**src/rtl/core/sorted_record_table_core_macros.svh**
```systemverilog
// Assertion macros for the sorted record table core.
`ifndef SORTED_RECORD_TABLE_CORE_MACROS_SVH
`define SORTED_RECORD_TABLE_CORE_MACROS_SVH

// Same-cycle implication, clocked on clk, quiet during reset.
`define SRT_ASSERT_IMP(lbl, ante, cons) \
  lbl: assert property (@(posedge clk) disable iff (!rst_n) (ante) |-> (cons)) \
    else $error("sorted_record_table_core: check failed");

// Next-cycle implication, clocked on clk, quiet during reset.
`define SRT_ASSERT_NXT(lbl, ante, cons) \
  lbl: assert property (@(posedge clk) disable iff (!rst_n) (ante) |=> (cons)) \
    else $error("sorted_record_table_core: check failed");

`endif

```
**src/rtl/core/srt_pkg.sv**
```systemverilog
// Types and constants shared by the sorted record table core.
`default_nettype none

package srt_pkg;

  localparam int DEPTH      = 64;
  localparam int AGE_BITS   = 8;
  localparam int ADDR_W     = $clog2(DEPTH);
  localparam int CNT_W      = $clog2(DEPTH + 1);
  localparam int CAP_W      = 7;
  localparam int CMP_W      = (CNT_W > CAP_W) ? CNT_W : CAP_W;
  localparam int ID_W       = 16;
  localparam int CLS_W      = 2;
  localparam int STATUS_W   = 2;
  localparam int POS_W      = 6;
  localparam int ENTRIES_W  = 7;
  localparam int CFG_ADDR_W = 3;
  localparam int CFG_DATA_W = 32;

  localparam logic [CAP_W-1:0] CAP_RESET = CAP_W'(64);

  // request codes
  localparam logic FUNC_INSERT = 1'b0;
  localparam logic FUNC_DELETE = 1'b1;

  // result status codes
  localparam logic [STATUS_W-1:0] STATUS_OK        = 2'd0;
  localparam logic [STATUS_W-1:0] STATUS_FULL      = 2'd1;
  localparam logic [STATUS_W-1:0] STATUS_NOT_FOUND = 2'd2;

  // register word address (paddr[2])
  localparam logic REG_CAPACITY = 1'b0;

  typedef struct packed {
    logic [ID_W-1:0]     id;
    logic [CLS_W-1:0]    cls;
    logic [AGE_BITS-1:0] age;
  } rec_t;

endpackage

`default_nettype wire

```
**src/rtl/core/sorted_record_table_core.sv**
```systemverilog
// Sorted record table: records kept in one RAM, ordered by class then age.
//
//   channel | direction | handshake               | payload
//   in      | input     | in_valid / in_ready     | func, rec_id, rec_class, rec_age
//   out     | output    | out_valid / out_ready   | status, position, entries
//   cfg     | input     | psel/penable/pwrite     | paddr, pwdata, prdata (capacity)
//
// One request at a time; in_ready is high only while the core is idle.
// Insert: walks down from the top record, moving each one up a slot; empty table: written directly; full: no scan.
// Delete: scans every record held; rejected or empty: no scan.
// Scans are paced by the single RAM read port: one record moved per cycle.
// A result waits in the output register; a stalled out_ready holds the core in its
// final state until the pending result is taken. Synchronous active-low reset.
`default_nettype none

module sorted_record_table_core (
  input  wire logic                             clk,
  input  wire logic                             rst_n,
  // request channel
  input  wire logic                             in_valid,
  output      logic                             in_ready,
  input  wire logic                             in_func,
  input  wire logic signed [srt_pkg::ID_W-1:0]  in_rec_id,
  input  wire logic [srt_pkg::CLS_W-1:0]        in_rec_class,
  input  wire logic [7:0]                       in_rec_age,
  // result channel
  output      logic                             out_valid,
  input  wire logic                             out_ready,
  output      logic [srt_pkg::STATUS_W-1:0]     out_status,
  output      logic [srt_pkg::POS_W-1:0]        out_position,
  output      logic [srt_pkg::ENTRIES_W-1:0]    out_entries,
  // configuration
  input  wire logic                             psel,
  input  wire logic                             penable,
  input  wire logic                             pwrite,
  input  wire logic [srt_pkg::CFG_ADDR_W-1:0]   paddr,
  input  wire logic [srt_pkg::CFG_DATA_W-1:0]   pwdata,
  output      logic [srt_pkg::CFG_DATA_W-1:0]   prdata,
  output      logic                             pready
);

  `include "sorted_record_table_core_macros.svh"

  localparam logic [2:0] ST_IDLE     = 3'd0;
  localparam logic [2:0] ST_INS_SCAN = 3'd1;
  localparam logic [2:0] ST_INS_PUT  = 3'd2;
  localparam logic [2:0] ST_DEL_SCAN = 3'd3;
  localparam logic [2:0] ST_FINISH   = 3'd4;

  localparam int ADDR_W = srt_pkg::ADDR_W;
  localparam int CNT_W  = srt_pkg::CNT_W;
  localparam int CMP_W  = srt_pkg::CMP_W;

  // record RAM
  srt_pkg::rec_t mem [srt_pkg::DEPTH];
  srt_pkg::rec_t rd_data_r;
  logic [ADDR_W-1:0] rd_addr;
  logic              wr_en;
  logic [ADDR_W-1:0] wr_addr;
  srt_pkg::rec_t     wr_data;

  logic [2:0]                   state_r, state_nxt;
  logic [ADDR_W-1:0]            idx_r, idx_nxt;
  logic [ADDR_W-1:0]            pos_r, pos_nxt;
  logic [srt_pkg::STATUS_W-1:0] status_r, status_nxt;
  logic                         found_r, found_nxt;
  logic [CNT_W-1:0]             count_r, count_nxt;
  srt_pkg::rec_t                req_r, req_nxt;
  logic [srt_pkg::CAP_W-1:0]    cap_r;

  logic                           out_valid_r;
  logic [srt_pkg::STATUS_W-1:0]   out_status_r;
  logic [srt_pkg::POS_W-1:0]      out_position_r;
  logic [srt_pkg::ENTRIES_W-1:0]  out_entries_r;
  logic                           out_load;

  srt_pkg::rec_t new_rec;
  logic          ins_full;
  logic          del_hit;
  logic          del_last;

  // stored record sorts before (or ties with) the incoming one
  function automatic logic goes_before(input srt_pkg::rec_t r, input srt_pkg::rec_t n);
    goes_before = (r.cls < n.cls) || ((r.cls == n.cls) && (r.age >= n.age));
  endfunction

  always_ff @(posedge clk) begin
    if (wr_en) begin
      mem[wr_addr] <= wr_data;
    end
    rd_data_r <= mem[rd_addr];
  end

  assign new_rec.id  = in_rec_id;
  assign new_rec.cls = in_rec_class;
  assign new_rec.age = srt_pkg::AGE_BITS'(in_rec_age);

  assign ins_full = (CMP_W'(count_r) >= CMP_W'(cap_r)) ||
                    (count_r >= CNT_W'(srt_pkg::DEPTH));
  assign del_hit  = (rd_data_r.id == req_r.id);
  assign del_last = (CNT_W'(idx_r) == (count_r - 1'b1));

  assign in_ready = (state_r == ST_IDLE);

  always_comb begin
    state_nxt  = state_r;
    idx_nxt    = idx_r;
    pos_nxt    = pos_r;
    status_nxt = status_r;
    found_nxt  = found_r;
    count_nxt  = count_r;
    req_nxt    = req_r;
    rd_addr    = idx_r;
    wr_en      = 1'b0;
    wr_addr    = idx_r;
    wr_data    = rd_data_r;
    out_load   = 1'b0;
    unique case (state_r)
      ST_IDLE: begin
        if (in_valid) begin
          req_nxt    = new_rec;
          status_nxt = srt_pkg::STATUS_OK;
          pos_nxt    = '0;
          found_nxt  = 1'b0;
          if (in_func == srt_pkg::FUNC_INSERT) begin
            if (ins_full) begin
              status_nxt = srt_pkg::STATUS_FULL;
              state_nxt  = ST_FINISH;
            end else if (count_r == '0) begin
              wr_en     = 1'b1;
              wr_addr   = '0;
              wr_data   = new_rec;
              count_nxt = count_r + 1'b1;
              state_nxt = ST_FINISH;
            end else begin
              // walk down from the top record, moving each one up a slot
              rd_addr   = ADDR_W'(count_r - 1'b1);
              idx_nxt   = ADDR_W'(count_r - 1'b1);
              state_nxt = ST_INS_SCAN;
            end
          end else begin
            if (in_rec_id[srt_pkg::ID_W-1] || (count_r == '0)) begin
              status_nxt = srt_pkg::STATUS_NOT_FOUND;
              state_nxt  = ST_FINISH;
            end else begin
              rd_addr   = '0;
              idx_nxt   = '0;
              state_nxt = ST_DEL_SCAN;
            end
          end
        end
      end
      ST_INS_SCAN: begin
        wr_en   = 1'b1;
        wr_addr = ADDR_W'(idx_r + 1'b1);
        if (goes_before(rd_data_r, req_r)) begin
          wr_data   = req_r;
          pos_nxt   = ADDR_W'(idx_r + 1'b1);
          count_nxt = count_r + 1'b1;
          state_nxt = ST_FINISH;
        end else begin
          wr_data = rd_data_r;
          if (idx_r == '0) begin
            state_nxt = ST_INS_PUT;
          end else begin
            rd_addr = idx_r - 1'b1;
            idx_nxt = idx_r - 1'b1;
          end
        end
      end
      ST_INS_PUT: begin
        wr_en     = 1'b1;
        wr_addr   = '0;
        wr_data   = req_r;
        pos_nxt   = '0;
        count_nxt = count_r + 1'b1;
        state_nxt = ST_FINISH;
      end
      ST_DEL_SCAN: begin
        // after the match every record moves down one slot
        if (found_r) begin
          wr_en   = 1'b1;
          wr_addr = idx_r - 1'b1;
          wr_data = rd_data_r;
        end else if (del_hit) begin
          found_nxt = 1'b1;
          pos_nxt   = idx_r;
        end
        if (del_last) begin
          if (found_r || del_hit) begin
            count_nxt  = count_r - 1'b1;
            status_nxt = srt_pkg::STATUS_OK;
          end else begin
            status_nxt = srt_pkg::STATUS_NOT_FOUND;
            pos_nxt    = '0;
          end
          state_nxt = ST_FINISH;
        end else begin
          rd_addr = ADDR_W'(idx_r + 1'b1);
          idx_nxt = ADDR_W'(idx_r + 1'b1);
        end
      end
      ST_FINISH: begin
        if (!out_valid_r || out_ready) begin
          out_load  = 1'b1;
          state_nxt = ST_IDLE;
        end
      end
      default: begin
        state_nxt = ST_IDLE;
      end
    endcase
  end

  always_ff @(posedge clk) begin
    if (!rst_n) begin
      state_r     <= ST_IDLE;
      count_r     <= '0;
      found_r     <= 1'b0;
      out_valid_r <= 1'b0;
    end else begin
      state_r <= state_nxt;
      count_r <= count_nxt;
      found_r <= found_nxt;
      if (out_load) begin
        out_valid_r <= 1'b1;
      end else if (out_ready) begin
        out_valid_r <= 1'b0;
      end
    end
  end

  always_ff @(posedge clk) begin
    idx_r    <= idx_nxt;
    pos_r    <= pos_nxt;
    status_r <= status_nxt;
    req_r    <= req_nxt;
    if (out_load) begin
      out_status_r   <= status_r;
      out_position_r <= srt_pkg::POS_W'(pos_r);
      out_entries_r  <= srt_pkg::ENTRIES_W'(count_r);
    end
  end

  assign out_valid    = out_valid_r;
  assign out_status   = out_status_r;
  assign out_position = out_position_r;
  assign out_entries  = out_entries_r;

  // configuration register
  always_ff @(posedge clk) begin
    if (!rst_n) begin
      cap_r <= srt_pkg::CAP_RESET;
    end else if (psel && penable && pwrite && pready &&
                 (paddr[2] == srt_pkg::REG_CAPACITY)) begin
      cap_r <= pwdata[srt_pkg::CAP_W-1:0];
    end
  end

  assign pready = 1'b1;
  assign prdata = (paddr[2] == srt_pkg::REG_CAPACITY) ?
                  srt_pkg::CFG_DATA_W'(cap_r) : '0;

  `SRT_ASSERT_NXT(a_accept_leaves_idle, in_valid && in_ready, state_r != ST_IDLE)
  `SRT_ASSERT_NXT(a_finish_loads_out, out_load, out_valid_r && (state_r == ST_IDLE))
  `SRT_ASSERT_IMP(a_count_bound, 1'b1, count_r <= CNT_W'(srt_pkg::DEPTH))
  `SRT_ASSERT_IMP(a_del_idx_in_range, state_r == ST_DEL_SCAN, CNT_W'(idx_r) < count_r)

endmodule

`default_nettype wire
```
**config.mk**
```make
export PLATFORM = sky130hd
export DESIGN_NAME = sorted_record_table_core
export DESIGN_NICKNAME = d
export VERILOG_FILES = /design/src/rtl/core/srt_pkg.sv /design/src/rtl/core/sorted_record_table_core.sv
export VERILOG_INCLUDE_DIRS = /design/src /design/src/rtl/core
export SDC_FILE = /design/constraint.sdc
export NUM_CORES = 2
export LEC_CHECK = 0
export BUFFER_PORTS_ARGS = -buffer_cell sky130_fd_sc_hd__buf_2
export CAP_MARGIN = 0
export CORE_UTILIZATION = 29
export CTS_CLUSTER_DIAMETER = 80
export DETAILED_ROUTE_END_ITERATION = 16
export HOLD_SLACK_MARGIN = 0.12
export SLEW_MARGIN = 10
export SYNTH_ARGS = -nofsm -noshare
export SYNTH_HDL_FRONTEND = slang
export SYNTH_SLANG_ARGS = --single-unit
```
**constraint.sdc**
```tcl
create_clock -name clk -period 6.18 [get_ports clk]
set_input_delay 1.854 -clock clk [delete_from_list [all_inputs] [get_ports clk]]
set_output_delay 1.854 -clock clk [all_outputs]
set_load 0.05 [all_outputs]
```
==> flow_summary.yaml <==
run_status:
  status: "completed"
timing:
  worst_slew_pin_slew_ps: 1220
  fin_crit_sh: 0.911
  fin_crit_ps: 5630
  max_freq_mhz: 178
  hold_viol: 0
  rsz0062_at_grt: "false"
  worst_clock_skew_ps: 36.7
  tns_ps: 0
  setup_violations: 0
  max_slew_margin: 0.180
  timing.final.max_slew_violations: 0
floorplanning:
  start_util: 0.292
  die_h_um: 497
  io_pins: 119
  row_count: 181
  die_area_um2: 247000
  die_x_um: 497
  core_um2: 243000
layout:
  finalNetCount: 5496
  layout_common_cells: "1,713 x edfxtp_1, 1,319 x nand2_1, 408 x nand3_1"
  areaGrowthSynthToFinish_pct: 16.0
  drive_gt1_frac: 0.125
  fin_util: 0.339
  fill_cells: 23300
  final_common_cell: "edfxtp_1"
clock_network:
  cts_resized: 0
  cts_tree: "yes"
  cts.path.max_buffers: 3
  clk_pin_slew_ps: 60
  cts-root-buf: "clkbuf_16"
  cts_made_buffers: 179
  cts_hold_buf: 0
  clock_latency_ps: 810
  cts_setup_buffers: 0
  htree_levels: 4
  cts.sinks: 1764
worst_setup_path:
  cp.required_ps: 6850
  crit_path_max_fanout: 138
  crit_path_start_kind: "flop"
  worstSetupEndpointType: "flop"
  critPathArrivalTime_ps: 6300
  worstSetupPathType: "reg -> reg"
logic_synthesis:
  syn_avg_cell_area_um2: 13.6
  netlist_area_um2: 71100
  yosysUniqueCellTypes: 76
  synthFlopType: "edfxtp_1"
  yosysWarningCount: 0
  netlist_instances: 5235
  yosysSeqAreaShare: 0.737
  ys_ff_latch: 1764
  async_reset_ff_frac: 0
  synth_edf_count: 1713
placement:
  routabilityCongestion: 0.843
  hpwl_um: 114000
  io_buffer_count: 65
route:
  wirelength_um: 202000
  postRouteAntennaNets: 0
  route.detailed.drc: 0
  viasPerCell: 5.14
  drt_iter0_markers: 5331
  vias: 45000
  wl_per_cell_um: 23.1
  drtPass1Iterations: 6
min_path:
  min_path_type: "reg -> reg"
power:
  ir_drop_v: 0.000598
  p_per_area_nw_per_um2: 578
  leakagePower_nw: 27.6
grt:
  globalRouteTotalUtil: 0.159
  grt_max_degree: 162
  grt_pass1_vias: 42800
  antenna_found_initial: 21
  grt_overflow_total: 0
  grt_pass1_wl_um: 293000
flow_run:
  cap_violations: 0
## flip-flops by register name, summed over array words and instances, names as in the netlist
| signal | flops |
|---|---|
| out_status | 2 |
| pos_r | 6 |
| status_r | 2 |
| out_entries | 7 |
| found_r | 1 |
| state_r | 3 |
| cap_r | 7 |
| idx_r | 6 |
| count_r | 7 |
| out_valid | 1 |
| rd_data_r | 26 |
| out_position | 6 |
| mem | 1664 |
| req_r | 26 |
## layout make-up
type,count,area [um^2],area share
antenna,4,10.0,0.000121
clock buffer,244,4890,0.0592
clock inverter,82,553,0.00670
inverter,34,148,0.00179
multi-input combinational,3094,17300,0.209
sequential,1764,52500,0.636
tap,3202,4010,0.0486
timing repair buffer,330,3170,0.0384
## critical path: stages, from the launching register on
cell and delay (ps):
edfxtp_1 380, ha_1 280, nand2b_1 230, a2111o_1 480, a211oi_1 410, o221ai_1 340, a2111oi_0 630, a21o_4 350
inv_8 140, buf_12 230, buf_4 420, nand2_1 90, a32oi_1 120, a22oi_1 220, o221ai_1 330, or4_1 580
## metrics by stage
stage	setup WS (ps)	total power [mW]	area, um^2	hold slack (ps)	std cells
2_1_floorplan	1140	29.1	71200	400	5259
3_3_place_gp	353	37.1	77000	405	8424
3_5_place_dp	283	37.5	77000	405	8424
4_1_cts	676	47.7	82500	420	8750
5_1_grt	367	49.6	82500	424	8751
6_report	553	47.7	82500	421	8754
## worst paths after layout
kind / from / endpoint / slack [ps] / cells past startpoint
max: req_r[0] / rd_data_r[1] / 550 / 15
min: status_r[0] / out_status[0] / 420 / 0
max reg2reg: req_r[0] / rd_data_r[1] / 550 / 15
min reg2reg: status_r[0] / out_status[0] / 420 / 0
## Yosys cell counts, types with 8 or more instances
cell | count | area [um^2]
mux2i_1 | 143 | 1430
nor2b_1 | 36 | 225
o21ai_0 | 14 | 70.1
nor2_1 | 105 | 394
a31oi_1 | 49 | 307
or3_1 | 34 | 213
buf_1 | 33 | 124
a22o_1 | 31 | 272
o221ai_1 | 28 | 245
buf_2 | 97 | 485
clkbuf_1 | 168 | 631
nand3_1 | 409 | 2050
nand4_1 | 9 | 56.3
or4_1 | 26 | 195
and2_1 | 12 | 75.1
xnor2_1 | 31 | 272
ha_1 | 24 | 300
buf_6 | 34 | 383
dfxtp_1 | 51 | 1020
inv_1 | 32 | 120
nor3_1 | 10 | 50.1
nand2_1 | 1319 | 4950
a22oi_1 | 47 | 353
a41oi_1 | 32 | 280
xor2_1 | 8 | 70.1
o2111ai_1 | 27 | 236
a221o_1 | 109 | 1090
edfxtp_1 | 1713 | 51400
a21oi_1 | 384 | 1920
a32oi_1 | 99 | 867
buf_4 | 35 | 263
## metal layers
layer | share of wire | global-route usage | vias to the layer above
met5 | 0.00033 | 0 | -
met4 | 0.031 | 0.0514 | 8
met3 | 0.081 | 0.0278 | 323
met2 | 0.48 | 0.260 | 1932
met1 | 0.41 | 0.212 | 22800
li1 | - | - | 19900
## kinds of logic after synthesis
family | count (synthesis) | synth area share
flops | 1764 | 0.737
buf+inv | 401 | 0.0284
xor+xnor | 40 | 0.00512
fa+ha+maj | 24 | 0.00422
mux | 143 | 0.0201
simple gates | 1996 | 0.119
compound gates | 865 | 0.0852
other cells | 2 | 0.000106
## power by group
part           internal, mW  total (mW)  switching, mW
Clock                  5.69        10.2           4.49
Sequential             16.7        16.9          0.263
Combinational          5.60        20.5           14.9
No activity file was read; power rests on OpenSTA's default activity.
